<file path="config.mk">
export PLATFORM = sky130hd
export DESIGN_NAME = binary32_add_sub_mul_div_unit
export DESIGN_NICKNAME = d
export VERILOG_FILES = /design/src/rtl/b32asmd_pkg.sv /design/src/rtl/binary32_add_sub_mul_div_unit.sv /design/src/rtl/b32asmd_round.sv
export SDC_FILE = /design/constraint.sdc
export NUM_CORES = 2
export LEC_CHECK = 0
export BUFFER_PORTS_ARGS = -buffer_cell sky130_fd_sc_hd__buf_4
export CORE_MARGIN = 8
export CORE_UTILIZATION = 40
export CTS_CLUSTER_DIAMETER = 30
export DETAILED_ROUTE_END_ITERATION = 10
export PLACE_DENSITY_LB_ADDON = 0.2
export SLEW_MARGIN = 20
export SYNTH_ARGS = -nofsm -noshare
export SYNTH_HDL_FRONTEND = slang
export SYNTH_HIERARCHICAL = 1
export SYNTH_SLANG_ARGS = --single-unit
</file>
<file path="constraint.sdc">
create_clock -name clock -period 7 [get_ports clock]
set_clock_uncertainty 0.05 [all_clocks]
set_input_delay 0.35 -clock clock [delete_from_list [all_inputs] [get_ports clock]]
set_output_delay 0.35 -clock clock [all_outputs]
set_load 0.005 [all_outputs]
</file>
<file path="src/rtl/b32asmd_pkg.sv">
// Shared operation codes, constants and types for the binary32 arithmetic unit.
package b32asmd_pkg;

   localparam logic [2:0] ACT_ADD = 3'd0;
   localparam logic [2:0] ACT_SUB = 3'd1;
   localparam logic [2:0] ACT_MUL = 3'd2;
   localparam logic [2:0] ACT_DIV = 3'd3;
   localparam logic [2:0] ACT_NEG = 3'd4;

   localparam logic [31:0] QNAN      = 32'h7FC0_0000;
   localparam logic [31:0] SIGN_MASK = 32'h8000_0000;

   localparam int EXP_W = 11;
   localparam int SIG_W = 48;

   localparam logic signed [EXP_W-1:0] ER_MIN  = -11'sd149;
   localparam logic signed [EXP_W-1:0] ER_OVF  = 11'sd105;
   localparam logic signed [EXP_W-1:0] EXP_BIAS = 11'sd150;

   typedef struct packed {
      logic                    sign;
      logic [26:0]             sig;
      logic                    sticky;
      logic signed [EXP_W-1:0] er;
   } rnd_in_type;

endpackage

</file>
<file path="src/rtl/binary32_add_sub_mul_div_unit.sv">
// Top level of the sequential binary32 add, subtract, multiply, divide and negate unit.
//
//   Channel   Direction   Handshake            Payload
//   req       in          req_valid/req_stall  req_action, req_operand_a, req_operand_b
//   rsp       out         rsp_valid/rsp_stall  rsp_result
//
// One transfer is worked on at a time; special operands and negate go straight to the result.
// Add, subtract and multiply then pass through the normalizing shifter, which shifts right
// by one bit or left by four or one bits. Divide first prenormalizes the operands and then
// runs the 27 steps of the restoring divider.
// Reset clears only the sequencer. A stalled result holds and blocks new transfers.
module binary32_add_sub_mul_div_unit (
   input  logic        clock,
   input  logic        reset,
   input  logic        req_valid,
   output logic        req_stall,
   input  logic [2:0]  req_action,
   input  logic [31:0] req_operand_a,
   input  logic [31:0] req_operand_b,
   output logic        rsp_valid,
   input  logic        rsp_stall,
   output logic [31:0] rsp_result
);
   import b32asmd_pkg::*;

   localparam logic [3:0] ST_IDLE   = 4'd0;
   localparam logic [3:0] ST_PREP   = 4'd1;
   localparam logic [3:0] ST_DIV    = 4'd2;
   localparam logic [3:0] ST_MUL    = 4'd3;
   localparam logic [3:0] ST_ADD    = 4'd4;
   localparam logic [3:0] ST_NORM   = 4'd5;
   localparam logic [3:0] ST_DENORM = 4'd6;
   localparam logic [3:0] ST_ROUND  = 4'd7;
   localparam logic [3:0] ST_DONE   = 4'd8;

   logic [3:0]              state_ff, state_in;
   logic [23:0]             ma_ff, ma_in;
   logic [23:0]             mb_ff, mb_in;
   logic signed [EXP_W-1:0] ea_ff, ea_in;
   logic signed [EXP_W-1:0] eb_ff, eb_in;
   logic signed [EXP_W-1:0] er_ff, er_in;
   logic                    sign_ff, sign_in;
   logic                    zsign_ff, zsign_in;
   logic                    effsub_ff, effsub_in;
   logic [SIG_W-1:0]        sig_ff, sig_in;
   logic                    sticky_ff, sticky_in;
   logic [24:0]             rem_ff, rem_in;
   logic [4:0]              cnt_ff, cnt_in;
   logic [31:0]             result_ff, result_in;

   logic [31:0]             opb;
   logic                    a_nan, a_inf, a_zero, b_nan, b_inf, b_zero;
   logic [23:0]             ma_un, mb_un;
   logic signed [EXP_W-1:0] ea_un, eb_un;
   logic                    mag_lt;
   logic                    prod_sign;

   logic signed [EXP_W-1:0] diff;
   logic [26:0]             large27, small27, shifted, bj;
   logic                    align_st;
   logic [27:0]             sum28;
   logic [47:0]             prod;
   logic                    rem_ge;
   logic [24:0]             rem_sub;
   logic signed [EXP_W-1:0] shift_dist;
   logic [4:0]              sh_amt;

   rnd_in_type              rnd;
   logic [31:0]             rnd_result;

   b32asmd_round u_round (
      .rnd    (rnd),
      .result (rnd_result)
   );

   assign opb    = (req_action == ACT_SUB) ? (req_operand_b ^ SIGN_MASK) : req_operand_b;
   assign a_nan  = (req_operand_a[30:23] == 8'hFF) && (req_operand_a[22:0] != 23'd0);
   assign a_inf  = (req_operand_a[30:23] == 8'hFF) && (req_operand_a[22:0] == 23'd0);
   assign a_zero = (req_operand_a[30:0] == 31'd0);
   assign b_nan  = (opb[30:23] == 8'hFF) && (opb[22:0] != 23'd0);
   assign b_inf  = (opb[30:23] == 8'hFF) && (opb[22:0] == 23'd0);
   assign b_zero = (opb[30:0] == 31'd0);
   assign ma_un  = {|req_operand_a[30:23], req_operand_a[22:0]};
   assign mb_un  = {|opb[30:23], opb[22:0]};
   assign ea_un  = (req_operand_a[30:23] != 8'd0) ?
                   ($signed({3'b000, req_operand_a[30:23]}) - EXP_BIAS) : ER_MIN;
   assign eb_un  = (opb[30:23] != 8'd0) ?
                   ($signed({3'b000, opb[30:23]}) - EXP_BIAS) : ER_MIN;
   assign mag_lt    = req_operand_a[30:0] < opb[30:0];
   assign prod_sign = req_operand_a[31] ^ opb[31];

   assign prod = {24'd0, ma_ff} * {24'd0, mb_ff};

   always_comb begin
      rnd.sign   = ((sig_ff == '0) && !sticky_ff) ? zsign_ff : sign_ff;
      rnd.sig    = sig_ff[26:0];
      rnd.sticky = sticky_ff;
      rnd.er     = er_ff;
   end

   always_comb begin
      state_in  = state_ff;
      ma_in     = ma_ff;
      mb_in     = mb_ff;
      ea_in     = ea_ff;
      eb_in     = eb_ff;
      er_in     = er_ff;
      sign_in   = sign_ff;
      zsign_in  = zsign_ff;
      effsub_in = effsub_ff;
      sig_in    = sig_ff;
      sticky_in = sticky_ff;
      rem_in    = rem_ff;
      cnt_in    = cnt_ff;
      result_in = result_ff;

      diff     = ea_ff - eb_ff;
      large27  = {ma_ff, 3'b000};
      small27  = {mb_ff, 3'b000};
      if (diff >= 11'sd27) begin
         shifted  = 27'd0;
         align_st = |mb_ff;
      end else begin
         shifted  = small27 >> diff[4:0];
         align_st = |(small27 & ((27'd1 << diff[4:0]) - 27'd1));
      end
      bj    = {shifted[26:1], shifted[0] | align_st};
      sum28 = effsub_ff ? ({1'b0, large27} - {1'b0, bj}) : ({1'b0, large27} + {1'b0, bj});

      rem_ge  = rem_ff >= {1'b0, mb_ff};
      rem_sub = rem_ge ? (rem_ff - {1'b0, mb_ff}) : rem_ff;

      shift_dist = ER_MIN - er_ff;
      sh_amt     = (shift_dist > 11'sd31) ? 5'd31 : shift_dist[4:0];

      unique case (state_ff)
         ST_IDLE: begin
            if (req_valid) begin
               sign_in = prod_sign;
               unique case (req_action) inside
                  ACT_ADD, ACT_SUB: begin
                     if (a_nan || b_nan) begin
                        result_in = QNAN;
                        state_in  = ST_DONE;
                     end else if (a_inf && b_inf) begin
                        result_in = (req_operand_a[31] == opb[31]) ? req_operand_a : QNAN;
                        state_in  = ST_DONE;
                     end else if (a_inf) begin
                        result_in = req_operand_a;
                        state_in  = ST_DONE;
                     end else if (b_inf) begin
                        result_in = opb;
                        state_in  = ST_DONE;
                     end else begin
                        if (mag_lt) begin
                           ma_in   = mb_un;
                           mb_in   = ma_un;
                           ea_in   = eb_un;
                           eb_in   = ea_un;
                           sign_in = opb[31];
                        end else begin
                           ma_in   = ma_un;
                           mb_in   = mb_un;
                           ea_in   = ea_un;
                           eb_in   = eb_un;
                           sign_in = req_operand_a[31];
                        end
                        effsub_in = prod_sign;
                        zsign_in  = req_operand_a[31] & opb[31];
                        state_in  = ST_ADD;
                     end
                  end
                  ACT_MUL: begin
                     if (a_nan || b_nan) begin
                        result_in = QNAN;
                        state_in  = ST_DONE;
                     end else if (a_inf || b_inf) begin
                        result_in = (a_zero || b_zero) ? QNAN : {prod_sign, 8'hFF, 23'd0};
                        state_in  = ST_DONE;
                     end else if (a_zero || b_zero) begin
                        result_in = {prod_sign, 31'd0};
                        state_in  = ST_DONE;
                     end else begin
                        ma_in    = ma_un;
                        mb_in    = mb_un;
                        ea_in    = ea_un;
                        eb_in    = eb_un;
                        state_in = ST_MUL;
                     end
                  end
                  ACT_DIV: begin
                     if (a_nan || b_nan || (a_inf && b_inf) || (a_zero && b_zero)) begin
                        result_in = QNAN;
                        state_in  = ST_DONE;
                     end else if (a_inf || b_zero) begin
                        result_in = {prod_sign, 8'hFF, 23'd0};
                        state_in  = ST_DONE;
                     end else if (a_zero || b_inf) begin
                        result_in = {prod_sign, 31'd0};
                        state_in  = ST_DONE;
                     end else begin
                        ma_in    = ma_un;
                        mb_in    = mb_un;
                        ea_in    = ea_un;
                        eb_in    = eb_un;
                        state_in = ST_PREP;
                     end
                  end
                  ACT_NEG: begin
                     result_in = a_nan ? req_operand_a : (req_operand_a ^ SIGN_MASK);
                     state_in  = ST_DONE;
                  end
                  default: begin
                     result_in = QNAN;
                     state_in  = ST_DONE;
                  end
               endcase
            end
         end
         ST_PREP: begin
            if (ma_ff[23] && mb_ff[23]) begin
               rem_in   = {1'b0, ma_ff};
               cnt_in   = 5'd0;
               sig_in   = '0;
               state_in = ST_DIV;
            end else begin
               if (!ma_ff[23]) begin
                  if (ma_ff[23:20] == 4'd0) begin
                     ma_in = {ma_ff[19:0], 4'd0};
                     ea_in = ea_ff - 11'sd4;
                  end else begin
                     ma_in = {ma_ff[22:0], 1'b0};
                     ea_in = ea_ff - 11'sd1;
                  end
               end
               if (!mb_ff[23]) begin
                  if (mb_ff[23:20] == 4'd0) begin
                     mb_in = {mb_ff[19:0], 4'd0};
                     eb_in = eb_ff - 11'sd4;
                  end else begin
                     mb_in = {mb_ff[22:0], 1'b0};
                     eb_in = eb_ff - 11'sd1;
                  end
               end
            end
         end
         ST_DIV: begin
            sig_in = {sig_ff[SIG_W-2:0], rem_ge};
            rem_in = {rem_sub[23:0], 1'b0};
            cnt_in = cnt_ff + 5'd1;
            if (cnt_ff == 5'd26) begin
               sticky_in = (rem_sub != 25'd0);
               er_in     = ea_ff - eb_ff - 11'sd23;
               state_in  = ST_NORM;
            end
         end
         ST_MUL: begin
            sig_in    = prod;
            er_in     = ea_ff + eb_ff + 11'sd3;
            sticky_in = 1'b0;
            state_in  = ST_NORM;
         end
         ST_ADD: begin
            sig_in    = {20'd0, sum28};
            er_in     = ea_ff;
            sticky_in = 1'b0;
            state_in  = ST_NORM;
         end
         ST_NORM: begin
            if (sig_ff[SIG_W-1:27] != '0) begin
               sig_in    = {1'b0, sig_ff[SIG_W-1:1]};
               sticky_in = sticky_ff | sig_ff[0];
               er_in     = er_ff + 11'sd1;
            end else if ((sig_ff[26:23] == 4'd0) && (sig_ff != '0)) begin
               sig_in = {sig_ff[SIG_W-5:0], 4'd0};
               er_in  = er_ff - 11'sd4;
            end else if (!sig_ff[26] && (sig_ff != '0)) begin
               sig_in = {sig_ff[SIG_W-2:0], 1'b0};
               er_in  = er_ff - 11'sd1;
            end else begin
               state_in = ST_DENORM;
            end
         end
         ST_DENORM: begin
            if (er_ff < ER_MIN) begin
               sig_in    = {21'd0, sig_ff[26:0] >> sh_amt};
               sticky_in = sticky_ff | (|(sig_ff[26:0] & ((27'd1 << sh_amt) - 27'd1)));
               er_in     = ER_MIN;
            end
            state_in = ST_ROUND;
         end
         ST_ROUND: begin
            result_in = rnd_result;
            state_in  = ST_DONE;
         end
         ST_DONE: begin
            if (!rsp_stall) begin
               state_in = ST_IDLE;
            end
         end
         default: begin
            state_in = ST_IDLE;
         end
      endcase
   end

   always_ff @(posedge clock) begin
      if (reset) begin
         state_ff <= ST_IDLE;
      end else begin
         state_ff <= state_in;
      end
      ma_ff     <= ma_in;
      mb_ff     <= mb_in;
      ea_ff     <= ea_in;
      eb_ff     <= eb_in;
      er_ff     <= er_in;
      sign_ff   <= sign_in;
      zsign_ff  <= zsign_in;
      effsub_ff <= effsub_in;
      sig_ff    <= sig_in;
      sticky_ff <= sticky_in;
      rem_ff    <= rem_in;
      cnt_ff    <= cnt_in;
      result_ff <= result_in;
   end

   assign req_stall  = (state_ff != ST_IDLE);
   assign rsp_valid  = (state_ff == ST_DONE);
   assign rsp_result = result_ff;

`ifndef SYNTHESIS
   a_busy_after_accept: assert property (@(posedge clock) disable iff (reset)
      (req_valid && !req_stall) |=> req_stall)
      else $error("Unit took a transfer without going busy.");

   a_no_accept_with_result: assert property (@(posedge clock) disable iff (reset)
      !req_stall |-> !rsp_valid)
      else $error("Unit is ready while a result is pending.");

   a_div_count: assert property (@(posedge clock) disable iff (reset)
      (state_ff == ST_DIV) |-> (cnt_ff <= 5'd26))
      else $error("Divider step count ran past the last quotient bit.");

   a_round_normalized: assert property (@(posedge clock) disable iff (reset)
      (state_ff == ST_ROUND) |-> (sig_ff[SIG_W-1:27] == '0))
      else $error("Significand reached rounding with bits above the mantissa.");
`endif

endmodule

</file>
<file path="src/rtl/b32asmd_round.sv">
// Round-to-nearest-even and packing of a normalized significand into binary32.
module b32asmd_round (
   input  b32asmd_pkg::rnd_in_type rnd,
   output logic [31:0]             result
);
   import b32asmd_pkg::*;

   logic [23:0]             mant;
   logic                    half;
   logic                    rest;
   logic                    inc;
   logic [24:0]             sum;
   logic [23:0]             m;
   logic signed [EXP_W-1:0] e;
   logic signed [EXP_W-1:0] biased;

   always_comb begin
      mant = rnd.sig[26:3];
      half = rnd.sig[2];
      rest = rnd.sig[1] | rnd.sig[0] | rnd.sticky;
      inc  = half & (rest | mant[0]);
      sum  = {1'b0, mant} + {24'd0, inc};
      if (sum[24]) begin
         m = sum[24:1];
         e = rnd.er + 11'sd1;
      end else begin
         m = sum[23:0];
         e = rnd.er;
      end
      biased = e + EXP_BIAS;
      if (m[23]) begin
         if (e >= ER_OVF) begin
            result = {rnd.sign, 8'hFF, 23'd0};
         end else begin
            result = {rnd.sign, biased[7:0], m[22:0]};
         end
      end else begin
         result = {rnd.sign, 8'd0, m[22:0]};
      end
   end

endmodule
</file>
==> parameters.txt <==
Parameter                              Value

Synth
  Primary flip-flop cell chosen by synthesis mapping ... sky130_fd_sc_hd__edfxtp_1
  Average footprint of a synthesized cell ... 8.282 sq um
  Yosys reg bits ... around 200
  Share of synthesized registers carrying an async set or reset ... 0
  Yosys warning count ... 6
  Number of distinct standard cells referenced by the synthesized netlist ... just over 100
  Mapped Area ... roughly 43,000 sq um
  Post-synthesis net count ... 6,066
  Cell count after synthesis ... approximately 5.2k
  Post-synth EDFFs ... 195
  Share of synthesized area occupied by flip-flops and latches ... 0.1384

Route
  First-pass iteration count of the detailed router ... 6
  Vias/cell ... 5.839
  DRC Markers ... 0
  ANT nets after route ... 0
  Vias after detailed routing ... ~40k
  WL/cell ... 24.45 um
  Detailed-route wire length ... 165,700 um
  Detailed router's first-iteration violation count ... 4,093

Place
  Placer Congestion ... 0.9548
  Sum of net half-perimeters after detailed placement ... 131,600 um
  Total of buffers placed on input and output ports ... 104
  Pre-CTS worst setup slack ... -0.3693 ns
  Number of placed instances with taps included ... between 6k and 7k

STA
  Final setup violation count ... 16
  Final count of pins violating max slew ... 0
  Setup tns final ... -2.845 ns
  Period utilization ... 1.047
  Final critical-path required period ... 7.331 ns
  Slew margin rel. ... 0.09884
  Setup repair after global routing missed its margin ... yes
  PnR worst setup slack ... -0.3314 ns
  Transition at the pin with the smallest max-transition slack ... between 1 and 1.5 ns
  Highest Clock Rate ... roughly 0.14 GHz
  Hold violation total from the final report ... 0

Cells and area
  Fillers ... 10.61k
  Commonest cells after routing, fill and taps aside ... sky130_fd_sc_hd__inv_1 (713), sky130_fd_sc_hd__nand2_1 (579), sky130_fd_sc_hd__fa_1 (479)
  Inserted Diodes ... 0
  Area Growth Syn to Fin ... 14.59%
  Net count of the finished layout ... 6,250
  Layout cell share with drive strength beyond 1 ... 0.1401
  Commonest non-fill, non-tap cell in the layout ... sky130_fd_sc_hd__inv_1
  Multi-input gate area ... 33,490 sq um
  Storage cell area ... approximately 6000 sq um
  Util after Layout ... 0.4604
  Final Instance Count excl. Fillers ... about 6.8k

Floorplan
  Area of the die ... 118,000 sq um
  Total number of placement rows ... 120
  Num ports ... 105
  Width of the die ... 343.5 um
  Die boundary height ... 343.5 um
  Initial core utilization ... 0.4018
  Area of the placeable core ... about 110,000 sq um

Clock tree
  Max H-tree Level ... 4
  Root Buffer ... sky130_fd_sc_hd__clkbuf_16
  Insertion delay of the later-clocked pin in the worst-skew pair ... approximately 0.52 ns
  Maximum clock path buffer count ... 2
  TritonCTS buffer count ... 17
  Clock tree from TritonCTS ... built
  Number of clock sinks seen by CTS ... just under 200
  Clock slew at reported path FFs ... about 0.090 ns

Setup path
  Kind of end point of the critical path ... flop
  Required time of the worst setup path ... between 7 and 8 ns
  Crit path max-delay cell type ... sky130_fd_sc_hd__fa_1
  Crit path launch type ... flop
  Crit-path most repeated cell ... sky130_fd_sc_hd__fa_1
  Crit Path Class ... reg -> reg
  Maximum fanout along the worst path ... 10
  Max stage delay on crit path ... around 0.55 ns
  Critical path buffers and inverters ... 8
  Data arrival time at the worst-slack endpoint ... 7.63 ns
  Cell family with the largest share of critical-path delay ... adder cells

Global routing
  Vias in the first global route ... 39.22k
  GR Overflow Total ... 0
  Initial antenna violation count ... 5
  Global-route usage over all layers ... 0.2752
  Largest net degree at the start of global routing ... 59
  First-pass GRT wire length ... about 250,000 um

Min path
  Class of the tightest hold or removal check ... in -> reg

Job
  Max-capacitance violation count ... 0

Outcome
  Failing checks ... negative setup slack
  Run status ... finished, violations left
-- worst register-to-register path, cell delays in order, from the launching register on --
cell and delay (ns):
sky130_fd_sc_hd__edfxtp_1 0.47, sky130_fd_sc_hd__buf_12 0.19, sky130_fd_sc_hd__buf_12 0.14, sky130_fd_sc_hd__nand2_1 0.08, sky130_fd_sc_hd__fa_1 0.45, sky130_fd_sc_hd__fa_1 0.55
sky130_fd_sc_hd__inv_1 0.05, sky130_fd_sc_hd__fa_1 0.49, sky130_fd_sc_hd__inv_1 0.05, sky130_fd_sc_hd__fa_1 0.53, sky130_fd_sc_hd__inv_1 0.05, sky130_fd_sc_hd__fa_1 0.45
sky130_fd_sc_hd__fa_1 0.49, sky130_fd_sc_hd__inv_1 0.05, sky130_fd_sc_hd__fa_1 0.52, sky130_fd_sc_hd__inv_2 0.05, sky130_fd_sc_hd__ha_4 0.23, sky130_fd_sc_hd__a21oi_4 0.12
sky130_fd_sc_hd__nand3_1 0.09, sky130_fd_sc_hd__or3_4 0.35, sky130_fd_sc_hd__o211ai_1 0.47, sky130_fd_sc_hd__a31oi_1 0.15, sky130_fd_sc_hd__buf_4 0.19, sky130_fd_sc_hd__a41oi_2 0.22
sky130_fd_sc_hd__nand2_1 0.07, sky130_fd_sc_hd__o2111ai_1 0.12, sky130_fd_sc_hd__mux2_2 0.36, sky130_fd_sc_hd__o21ai_0 0.14
-- path summary, 6_finish.rpt --
| check | start | to | slack, ns | cells past startpoint |
|---|---|---|---|---|
| setup / recovery | mb_ff[11] | sig_ff[44] | -0.33 | 27 |
| hold / removal | rsp_stall | state_ff[3] | 0.05 | 3 |
| setup reg to reg | mb_ff[11] | sig_ff[44] | -0.33 | 27 |
| hold reg to reg | cnt_ff[0] | cnt_ff[0] | 0.58 | 1 |
-- state kept, by name (all words and copies together), names as in the netlist --
register and flops:
ea_ff 11, state_ff 4, rsp_result 32, mb_ff 24
effsub_ff 1, sign_ff 1, rem_ff 25, er_ff 11
sig_ff 48, sticky_ff 1, eb_ff 11, cnt_ff 5
zsign_ff 1, ma_ff 24
-- per-stage QoR --
| step | cell area [sq um] | hold WS, ns |
|---|---|---|
| global placement | 47620 | 0.4901 |
| global route | 49150 | 0.05689 |
| detailed placement | 47620 | 0.4998 |
| finish | 49150 | 0.04870 |
| floorplan | 43080 | 0.3691 |
| CTS | 48550 | 0.01268 |
-- layer usage --
metal	wire length, um	vias to the layer above	global-route usage
li1	-	17830	-
met1	70800	19690	0.3759
met2	75390	1735	0.4388
met3	12600	319	0.04207
met4	6925	4	0.1046
met5	28	-	0
-- synthesized netlist by cell type (27+ instances only) --
library cell,instances,area share
sky130_fd_sc_hd__a21oi_1,254,0.030
sky130_fd_sc_hd__o22ai_1,57,0.0083
sky130_fd_sc_hd__edfxtp_1,195,0.14
sky130_fd_sc_hd__buf_2,27,0.0032
sky130_fd_sc_hd__inv_1,726,0.064
sky130_fd_sc_hd__nor2b_1,34,0.0050
sky130_fd_sc_hd__nor3_1,79,0.0092
sky130_fd_sc_hd__fa_1,486,0.23
sky130_fd_sc_hd__nand4_1,42,0.0061
sky130_fd_sc_hd__a211oi_1,42,0.0074
sky130_fd_sc_hd__a31oi_1,31,0.0045
sky130_fd_sc_hd__nor4_1,52,0.0076
sky130_fd_sc_hd__ha_1,330,0.096
sky130_fd_sc_hd__a22oi_1,42,0.0074
sky130_fd_sc_hd__nand2b_1,47,0.0069
sky130_fd_sc_hd__xor2_1,61,0.012
sky130_fd_sc_hd__nand3_1,86,0.010
sky130_fd_sc_hd__mux2i_1,193,0.045
sky130_fd_sc_hd__a21o_1,65,0.011
sky130_fd_sc_hd__nor2_1,284,0.025
sky130_fd_sc_hd__nand2_1,586,0.051
sky130_fd_sc_hd__xnor2_1,109,0.022
sky130_fd_sc_hd__and2_1,294,0.043
sky130_fd_sc_hd__o211ai_1,30,0.0053
sky130_fd_sc_hd__clkbuf_1,278,0.024
sky130_fd_sc_hd__o21ai_0,275,0.032
-- cell families after synthesis --
kind of cell | count (synthesis) | share of synthesized area
AOI/OAI and AO/OA | 1070 | 0.1628
xor gates and xnor gates | 174 | 0.03702
adders and majority gates | 816 | 0.3231
buffers and inverters | 1081 | 0.09795
DFF | 199 | 0.1384
muxes | 226 | 0.05790
and+or+nand+nor | 1613 | 0.1829
-- final cells by class --
type | count | share of cell area
clock buffer | 17 | 0.008655
clock inverter | 14 | 0.003462
multi-input combinational | 3899 | 0.6813
inverter | 730 | 0.05575
timing repair buffer | 516 | 0.09432
sequential | 199 | 0.1208
tap | 1403 | 0.03572
-- what timing repair did --
item / in CTS / in global routing
gates resized for setup: 57 / 90
hold buffers: 1 / 0
endpoints found under the hold margin: 3 / 0
pin swaps: 16 / 35
cloned: 0 / 3
setup endpoints to repair: 22 / 33
buffers inserted: 9 / 18
Power is left out: the tool's default activity adds up to more than one toggle a clock period on the data nets, which glitch-free logic cannot reach.
